[src/lpht_pkg.sv]
package lpht_pkg;

  // Table geometry and key shape.
  localparam int SLOTS     = 32;
  localparam int KEY_BYTES = 8;

  // Field widths of the register and of one input and one result.
  localparam int CFG_W     = 6;
  localparam int KEY_W     = 64;
  localparam int STATUS_W  = 3;
  localparam int SLOT_FW   = 5;
  localparam int CMP_W     = 6;

  // Internal widths derived from the geometry.
  localparam int SLOT_W    = (SLOTS > 1) ? $clog2(SLOTS) : 1;
  localparam int SUM_W     = $clog2(KEY_BYTES * 255 + 1);
  localparam int STEP_W    = $clog2(((SUM_W > KEY_BYTES) ? SUM_W : KEY_BYTES) + 1);

  localparam logic [CFG_W-1:0] SIZE_RESET = CFG_W'(10);

  // Result status codes.
  typedef enum logic [STATUS_W-1:0] {
    ST_INSERTED  = 3'd0,
    ST_DUPLICATE = 3'd1,
    ST_FULL      = 3'd2,
    ST_FOUND     = 3'd3,
    ST_NOT_FOUND = 3'd4
  } status_e;

  // Sequencer states.
  typedef enum logic [2:0] {
    S_IDLE,
    S_SUM,
    S_MOD,
    S_HOME,
    S_PROBE,
    S_CHECK,
    S_DONE
  } state_e;

  // Controls for the hash datapath.
  typedef struct packed {
    logic load;
    logic sum_step;
    logic mod_step;
  } hash_ctl_t;

  // One access to the slot store.
  typedef struct packed {
    logic              rd;
    logic              wr;
    logic [SLOT_W-1:0] addr;
  } store_req_t;

  // Mask that keeps only the key bytes in use.
  function automatic logic [KEY_W-1:0] key_mask();
    logic [KEY_W-1:0] m;
    m = '0;
    for (int b = 0; b < KEY_W / 8; b++) begin
      if (b < KEY_BYTES) begin
        m[8*b +: 8] = 8'hFF;
      end
    end
    return m;
  endfunction

endpackage

[src/lpht_hash.sv]
module lpht_hash (
  input  logic                                clk_i,
  input  lpht_pkg::hash_ctl_t                 ctl_i,
  input  logic [lpht_pkg::KEY_W-1:0]          key_i,
  input  logic [lpht_pkg::CFG_W-1:0]          size_i,
  output logic [lpht_pkg::SLOT_W-1:0]         home_o
);

  logic [lpht_pkg::KEY_W-1:0] key_q;
  logic [lpht_pkg::SUM_W-1:0] sum_q;
  logic [lpht_pkg::CFG_W-1:0] rem_q;
  logic [lpht_pkg::CFG_W:0]   rem_shift;
  logic [lpht_pkg::CFG_W:0]   rem_sub;

  // One restoring division step: bring in the next sum bit, subtract if it fits.
  assign rem_shift = {rem_q, sum_q[lpht_pkg::SUM_W-1]};
  assign rem_sub   = rem_shift - {1'b0, size_i};

  // Byte accumulation first, then the remainder one bit per cycle.
  always_ff @(posedge clk_i) begin
    if (ctl_i.load) begin
      key_q <= key_i;
      sum_q <= '0;
      rem_q <= '0;
    end else if (ctl_i.sum_step) begin
      sum_q <= sum_q + lpht_pkg::SUM_W'(key_q[7:0]);
      key_q <= key_q >> 8;
    end else if (ctl_i.mod_step) begin
      sum_q <= sum_q << 1;
      if (rem_shift >= {1'b0, size_i}) begin
        rem_q <= rem_sub[lpht_pkg::CFG_W-1:0];
      end else begin
        rem_q <= rem_shift[lpht_pkg::CFG_W-1:0];
      end
    end
  end

  assign home_o = lpht_pkg::SLOT_W'(rem_q);

endmodule

[src/lpht_store.sv]
module lpht_store (
  input  logic                         clk_i,
  input  logic                         rst_ni,
  input  lpht_pkg::store_req_t         req_i,
  input  logic [lpht_pkg::KEY_W-1:0]   wdata_i,
  output logic                         used_o,
  output logic [lpht_pkg::KEY_W-1:0]   rdata_o
);

  logic [lpht_pkg::KEY_W-1:0] mem [lpht_pkg::SLOTS];
  logic [lpht_pkg::SLOTS-1:0] used_q;
  logic [lpht_pkg::KEY_W-1:0] rdata_q;

  // Key memory with a registered read port.
  always_ff @(posedge clk_i) begin
    if (req_i.wr) begin
      mem[req_i.addr] <= wdata_i;
    end
    if (req_i.rd) begin
      rdata_q <= mem[req_i.addr];
    end
  end

  // Occupancy bits, cleared by reset.
  always_ff @(posedge clk_i or negedge rst_ni) begin
    if (!rst_ni) begin
      used_q <= '0;
    end else if (req_i.wr) begin
      used_q[req_i.addr] <= 1'b1;
    end
  end

  assign used_o  = used_q[req_i.addr];
  assign rdata_o = rdata_q;

endmodule

[src/linear_probe_hash_table_top.sv]
// Channel   Direction  Transaction carries
// s_axis    in         tuser: kind; tdata: key
// m_axis    out        tdata: status, slot, compares
// cfg       in         data: table_size
//
// One item passes through the byte sum, the remainder and the home slot, then makes
// p probes (1 to the table size); a probe that ends at an empty slot skips the
// compare. The byte adder, the one-bit-per-cycle remainder unit and the single key
// memory port (one read, then one compare, per probe of a used slot) do this work.
// Reset clears the occupancy bits and sets table_size to 10; no clearing pass.
// s_axis_tready is high only while the block is idle; a finished result waits in
// the output register, and the next result waits in S_DONE until it is taken.
module linear_probe_hash_table_top (
  input  logic                               clk_i,
  input  logic                               rst_ni,
  input  logic                               s_axis_tvalid,
  output logic                               s_axis_tready,
  input  logic [lpht_pkg::KEY_W-1:0]         s_axis_tdata,   // [63:0] key
  input  logic                               s_axis_tuser,   // [0] kind
  output logic                               m_axis_tvalid,
  input  logic                               m_axis_tready,
  output logic [15:0]                        m_axis_tdata,   // [2:0] status, [7:3] slot,
                                                             // [13:8] compares, [15:14] zero
  input  logic                               cfg_valid_i,
  output logic                               cfg_ready_o,
  input  logic [lpht_pkg::CFG_W-1:0]         cfg_data_i
);

  lpht_pkg::state_e             state_q, state_d;
  lpht_pkg::hash_ctl_t          hash_ctl;
  lpht_pkg::store_req_t         store_req;

  logic [lpht_pkg::CFG_W-1:0]   size_q;
  logic [lpht_pkg::CFG_W-1:0]   eff_size;
  logic                         search_q;
  logic [lpht_pkg::KEY_W-1:0]   key_q;
  logic [lpht_pkg::KEY_W-1:0]   key_in;
  logic [lpht_pkg::STEP_W-1:0]  step_q;
  logic [lpht_pkg::SLOT_W-1:0]  pos_q;
  logic [lpht_pkg::SLOT_W-1:0]  pos_next;
  logic [lpht_pkg::SLOT_W-1:0]  home;
  logic [lpht_pkg::CMP_W-1:0]   cmp_q;
  logic [lpht_pkg::CMP_W-1:0]   cmp_inc;
  lpht_pkg::status_e            res_status_q;
  logic [lpht_pkg::SLOT_FW-1:0] res_slot_q;
  logic                         used;
  logic [lpht_pkg::KEY_W-1:0]   rdata;
  logic                         in_fire;
  logic                         out_free;
  logic                         sum_last;
  logic                         mod_last;
  logic                         key_equal;
  logic                         probed_all;
  logic                         out_valid_q;
  logic [15:0]                  out_data_q;

  assign in_fire  = s_axis_tvalid && s_axis_tready;
  assign out_free = !out_valid_q || m_axis_tready;
  assign key_in   = s_axis_tdata & lpht_pkg::key_mask();

  // Effective table size: zero counts as one, and it never exceeds the slots.
  always_comb begin
    if (size_q == '0) begin
      eff_size = lpht_pkg::CFG_W'(1);
    end else if (32'(size_q) > lpht_pkg::SLOTS) begin
      eff_size = lpht_pkg::CFG_W'(lpht_pkg::SLOTS);
    end else begin
      eff_size = size_q;
    end
  end

  // Configuration register; writes are always taken.
  assign cfg_ready_o = 1'b1;

  always_ff @(posedge clk_i or negedge rst_ni) begin
    if (!rst_ni) begin
      size_q <= lpht_pkg::SIZE_RESET;
    end else if (cfg_valid_i) begin
      size_q <= cfg_data_i;
    end
  end

  // Sequence conditions.
  assign sum_last   = (32'(step_q) == lpht_pkg::KEY_BYTES - 1);
  assign mod_last   = (32'(step_q) == lpht_pkg::SUM_W - 1);
  assign cmp_inc    = cmp_q + 1'b1;
  assign key_equal  = (rdata == key_q);
  assign probed_all = (cmp_inc == eff_size);
  assign pos_next   = (32'(pos_q) + 1 == 32'(eff_size)) ? '0 : pos_q + 1'b1;

  // Next-state logic.
  always_comb begin
    state_d = state_q;
    unique case (state_q)
      lpht_pkg::S_IDLE:  if (in_fire) state_d = lpht_pkg::S_SUM;
      lpht_pkg::S_SUM:   if (sum_last) state_d = lpht_pkg::S_MOD;
      lpht_pkg::S_MOD:   if (mod_last) state_d = lpht_pkg::S_HOME;
      lpht_pkg::S_HOME:  state_d = lpht_pkg::S_PROBE;
      lpht_pkg::S_PROBE: state_d = used ? lpht_pkg::S_CHECK : lpht_pkg::S_DONE;
      lpht_pkg::S_CHECK: state_d = (key_equal || probed_all) ? lpht_pkg::S_DONE
                                                             : lpht_pkg::S_PROBE;
      lpht_pkg::S_DONE:  if (out_free) state_d = lpht_pkg::S_IDLE;
      default:           state_d = lpht_pkg::S_IDLE;
    endcase
  end

  // Output logic: handshake, hash unit and store controls.
  always_comb begin
    s_axis_tready     = 1'b0;
    hash_ctl          = '0;
    store_req.rd      = 1'b0;
    store_req.wr      = 1'b0;
    store_req.addr    = pos_q;
    unique case (state_q)
      lpht_pkg::S_IDLE: begin
        s_axis_tready = 1'b1;
        hash_ctl.load = in_fire;
      end
      lpht_pkg::S_SUM:   hash_ctl.sum_step = 1'b1;
      lpht_pkg::S_MOD:   hash_ctl.mod_step = 1'b1;
      lpht_pkg::S_PROBE: begin
        store_req.rd = used;
        store_req.wr = !used && !search_q;
      end
      default: ;
    endcase
  end

  always_ff @(posedge clk_i or negedge rst_ni) begin
    if (!rst_ni) begin
      state_q <= lpht_pkg::S_IDLE;
    end else begin
      state_q <= state_d;
    end
  end

  // Working registers of one item.
  always_ff @(posedge clk_i or negedge rst_ni) begin
    if (!rst_ni) begin
      step_q <= '0;
    end else if (state_q == lpht_pkg::S_IDLE || sum_last && state_q == lpht_pkg::S_SUM) begin
      step_q <= '0;
    end else if (state_q == lpht_pkg::S_SUM || state_q == lpht_pkg::S_MOD) begin
      step_q <= step_q + 1'b1;
    end
  end

  always_ff @(posedge clk_i) begin
    unique case (state_q)
      lpht_pkg::S_IDLE: begin
        if (in_fire) begin
          search_q <= s_axis_tuser;
          key_q    <= key_in;
          cmp_q    <= '0;
        end
      end
      lpht_pkg::S_HOME: pos_q <= home;
      lpht_pkg::S_PROBE: begin
        // An empty slot ends the probe: store here or report a miss.
        if (!used) begin
          if (search_q) begin
            res_status_q <= lpht_pkg::ST_NOT_FOUND;
            res_slot_q   <= '0;
          end else begin
            res_status_q <= lpht_pkg::ST_INSERTED;
            res_slot_q   <= lpht_pkg::SLOT_FW'(pos_q);
          end
        end
      end
      lpht_pkg::S_CHECK: begin
        cmp_q <= cmp_inc;
        if (key_equal) begin
          res_status_q <= search_q ? lpht_pkg::ST_FOUND : lpht_pkg::ST_DUPLICATE;
          res_slot_q   <= search_q ? lpht_pkg::SLOT_FW'(pos_q) : '0;
        end else if (probed_all) begin
          res_status_q <= search_q ? lpht_pkg::ST_NOT_FOUND : lpht_pkg::ST_FULL;
          res_slot_q   <= '0;
        end else begin
          pos_q <= pos_next;
        end
      end
      default: ;
    endcase
  end

  // Output register: loaded from S_DONE, held until the transaction completes.
  always_ff @(posedge clk_i or negedge rst_ni) begin
    if (!rst_ni) begin
      out_valid_q <= 1'b0;
    end else if (state_q == lpht_pkg::S_DONE && out_free) begin
      out_valid_q <= 1'b1;
    end else if (m_axis_tready) begin
      out_valid_q <= 1'b0;
    end
  end

  always_ff @(posedge clk_i) begin
    if (state_q == lpht_pkg::S_DONE && out_free) begin
      out_data_q <= {2'b00, cmp_q, res_slot_q, res_status_q};
    end
  end

  assign m_axis_tvalid = out_valid_q;
  assign m_axis_tdata  = out_data_q;

  lpht_hash u_hash (
    .clk_i  (clk_i),
    .ctl_i  (hash_ctl),
    .key_i  (key_in),
    .size_i (eff_size),
    .home_o (home)
  );

  lpht_store u_store (
    .clk_i   (clk_i),
    .rst_ni  (rst_ni),
    .req_i   (store_req),
    .wdata_i (key_q),
    .used_o  (used),
    .rdata_o (rdata)
  );

endmodule

[config.mk]
export PLATFORM = sky130hd
export DESIGN_NAME = linear_probe_hash_table_top
export DESIGN_NICKNAME = d
export VERILOG_FILES = /design/src/lpht_pkg.sv /design/src/lpht_hash.sv /design/src/lpht_store.sv /design/src/linear_probe_hash_table_top.sv
export SDC_FILE = /design/constraint.sdc
export NUM_CORES = 2
export LEC_CHECK = 0
export BUFFER_PORTS_ARGS = -buffer_cell sky130_fd_sc_hd__buf_2
export CORE_ASPECT_RATIO = 1.75
export CORE_MARGIN = 3
export CORE_UTILIZATION = 60
export DETAILED_ROUTE_END_ITERATION = 8
export PLACE_DENSITY = 0.85
export SLEW_MARGIN = 15
export SYNTH_ARGS = -nofsm -noshare
export SYNTH_HDL_FRONTEND = slang
export SYNTH_SLANG_ARGS = --single-unit
[constraint.sdc]
create_clock -name clk_i -period 6.3 [get_ports clk_i]
set_clock_uncertainty 0.15 [all_clocks]
set_input_delay 0.945 -clock clk_i [delete_from_list [all_inputs] [get_ports clk_i]]
set_output_delay 0.945 -clock clk_i [all_outputs]
set_load 0.02 [all_outputs]
==> flow_metrics.env <==
export IMPL_slew_headroom_pct=18.8
export IMPL_power_leakage_uw=0.0311
export IMPL_fin_crit_sh_pct=80.0
export IMPL_syn_inst=4037
export IMPL_worstPathMaxFanout=33
export IMPL_synth_seq_area_share_pct=78.8
export IMPL_die_h_um=514
export IMPL_vdd_drop_max_mv=0.492
export IMPL_cts_max_level=4
export IMPL_total_power_uw=42000
export IMPL_syn_avg_cell_area_um2=21.9
export IMPL_endpoint_kind="flop"
export IMPL_first_iter_violations=8669
export IMPL_drive_gt1_share_pct=24.5
export IMPL_drt_wl_total_um=268000
export IMPL_place_ws_ps=1560
export IMPL_clockBufferDepth=3
export IMPL_grt_pass1_vias=49000
export IMPL_cts_root_buffer_cell="clkbuf_16"
export IMPL_finalHoldViolCount=1
export IMPL_place_congestion=0.839
export IMPL_io_pins=95
export IMPL_synth_area_leader_cell="edfxtp_1"
export IMPL_clkTransAtPathRegs_ps=80
export IMPL_setup_viol_count_final=0
export IMPL_synth_cell_types=63
export IMPL_first_pass_iters=6
export IMPL_syn_cell_area_um2=88500
export IMPL_grt_pass1_wl_um=376000
export IMPL_hold_path_class="input pin to asynchronous set/reset pin"
export IMPL_antenna_found_initial=9
export IMPL_synth_top_area_share_pct=77.1
export IMPL_grt_max_degree=147
export IMPL_rows=185
export IMPL_yosys_warnings=0
export IMPL_cts_tree="yes"
export IMPL_synthTopCellsByArea="edfxtp_1 77%, mux4_2 13%, a22oi_1 2.2%, dfrtp_1 1.2%, nand2_1 0.91%"
export IMPL_ff_latch_area_um2=69800
export IMPL_area_growth_synth_to_final_pct=11.0
export IMPL_core_area_um2=146000
export IMPL_fin_area_um2=98300
export IMPL_start_util_pct=60.7
export IMPL_cts_buffers=184
export IMPL_arrival_ps=5340
export IMPL_worst_setup_path_type="flop to flop"
export IMPL_fin_nets=4320
export IMPL_fmax_mhz=198
export IMPL_dpl_cell_area_um2=91800
export IMPL_busiest_layer="met2"
export IMPL_ctsResizeCount=0
export IMPL_wl_per_cell_um=42.9
export IMPL_period_minus_slack_ps=5040
export IMPL_antenna_left=0
export IMPL_fin_ws_ps=1260
export IMPL_grt_usage_pct=36.0
export IMPL_final_setup_tns_ps=0
export IMPL_grt_util_met1_pct=45.1
export IMPL_n_fill_cell=7943
export IMPL_async_flop_share_pct=1.97
export IMPL_num_vias=48600
export IMPL_io_buffers=91
export IMPL_cts_hold_buf=0
export IMPL_powerDensity_nw_per_um2=428
export IMPL_detailed_place_hpwl_um=127000
export IMPL_violations="hold timing"
export IMPL_grt_met3_usage_pct=10.0
export IMPL_met2_usage_pct=55.1
export IMPL_maxCapViolations=0
export IMPL_yosys_most_used_dff="edfxtp_1"
export IMPL_drv_slew=0
export IMPL_die_x_um=296
export IMPL_cp_required_ps=6600
export IMPL_fin_util_pct=67.4
export IMPL_routed_via_density=7.78
export IMPL_postCtsSetupBuffers=0
export IMPL_worst_slew_pin_slew_ps=1220
export IMPL_start_kind="flop"
export IMPL_multi_input_area_um2=18000
export IMPL_clk_latency_ps=830
export IMPL_rsz0062_at_grt="no"
export IMPL_synth_edf_count=2274
export IMPL_dieArea_um2=152000
export IMPL_drcViolationCount=0
export IMPL_ys_seq_elements=2337
export IMPL_outcome="finished, violations left"
export IMPL_clock_sinks=2337
export IMPL_timing_hold_ws_ps=-12.2
export IMPL_grt_ovfl_total=0
## stage by stage
stage          std cells  hold slack, ps
5_1_grt             6246            9.00
6_report            6251           -12.2
4_1_cts             6240             122
3_5_place_dp        5899             258
2_1_floorplan       4038             250
3_3_place_gp        5899             292
## logic make-up after synthesis
logic type                 count (synthesis)  synth area share [%]
muxes                                    537                  13.4
and+or+nand+nor                          481                  2.66
adders and majority gates                 24                 0.356
xor gates and xnor gates                  88                 0.870
AOI/OAI and AO/OA                        344                  2.80
buffers and inverters                    224                  1.13
other                                      2               0.00848
DFF                                     2337                  78.8
## placed cells by master, fill, tap and decap left out, types with 5 or more instances in the layout
cell type and count:
mux2_2 7, buf_8 5, mux4_2 516, or2_1 30, clkbuf_1 17, buf_4 75
o22ai_1 7, mux2i_1 14, nor2b_1 11, and3_4 33, dfrtp_1 44, xor2_1 9
and3_1 18, inv_6 12, ha_1 22, inv_1 17, edfxtp_1 2274, nor2_1 40
clkinv_2 36, a21oi_1 24, diode_2 6, nand3_1 13, nand2_1 213, clkbuf_16 191
dfxtp_1 17, nor3_1 8, nand4_1 83, clkinvlp_4 11, bufinv_16 27, nand2b_1 5
clkinv_4 7, xnor2_1 78, o21ai_0 22, buf_12 32, a22oi_1 260, clkinv_1 32
buf_2 90
## layout make-up
type | instances | share of cell area [%]
diodes | 6 | 0.0153
clock buffers | 211 | 4.97
clock inverters | 130 | 1.47
inverters | 18 | 0.0738
multi-input cells | 1477 | 18.3
flip-flops and latches | 2337 | 71.0
well taps | 1870 | 2.38
repair buffers | 202 | 1.76
## synth_stat cells, types with 3 or more instances
library cell	n
edfxtp_1	2274
mux4_2	516
a22oi_1	260
nand2_1	215
buf_2	101
clkbuf_1	88
nand4_1	83
xnor2_1	79
and3_1	51
dfrtp_1	44
nor2_1	41
or2_1	30
a21oi_1	24
ha_1	22
o21ai_0	22
inv_1	18
dfxtp_1	17
mux2i_1	14
nand3_1	13
nor2b_1	12
nor3_1	9
xor2_1	9
buf_1	8
buf_4	7
mux2_2	7
o22ai_1	7
nand2b_1	5
nor4_1	5
a31oi_1	4
nor3b_1	4
a211oi_1	3
or2_2	3
## where the power goes
group	switching, uW	internal (uW)
Clock	5780	6730
Sequential	980	18600
Combinational	5860	4080
## flip-flops by register name, indices dropped and copies added (netlist names), 3 cells and up
signal / count
u_hash.rem_q: 6
m_axis_tdata: 14
u_store.mem: 2048
res_status_q: 3
step_q: 4
key_q: 64
u_hash.sum_q: 11
u_store.rdata_o: 64
cmp_q: 6
u_hash.key_q: 64
size_q: 6
u_store.used_q: 32
state_q: 3
pos_q: 5
res_slot_q: 5
## path summary, 6_finish.rpt
| check | slack, ps | end | start | cells past startpoint |
|---|---|---|---|---|
| worst min register to register | 310 | m_axis_tdata[6] | res_slot_q[3] | 0 |
| max in group asynchronous | 5540 | step_q[3] | rst_ni | 1 |
| worst min-delay path | -10 | u_store.used_q[13] | rst_ni | 1 |
| worst max register to register | 1260 | res_status_q[1] | key_q[8] | 7 |
| worst max-delay path | 1260 | res_status_q[1] | key_q[8] | 7 |
| min in group clk_i | 160 | key_q[27] | s_axis_tdata[27] | 1 |
## routing by layer
| layer | up-vias | part of all wire, % |
|---|---|---|
| met4 | 6 | 8.6 |
| met2 | 5581 | 47 |
| met1 | 24500 | 30 |
| met5 | - | 0.013 |
| met3 | 1315 | 14 |
| li1 | 17300 | - |
## worst max-delay path, cell delays in order, from the launching register on
cell	delay [ps]
edfxtp_1	800
xnor2_1	1030
nand4_1	760
nor4_1	540
buf_4	180
nand4_1	330
o31a_1	270
o22ai_1	590
No activity file was read; power rests on OpenSTA's default activity.
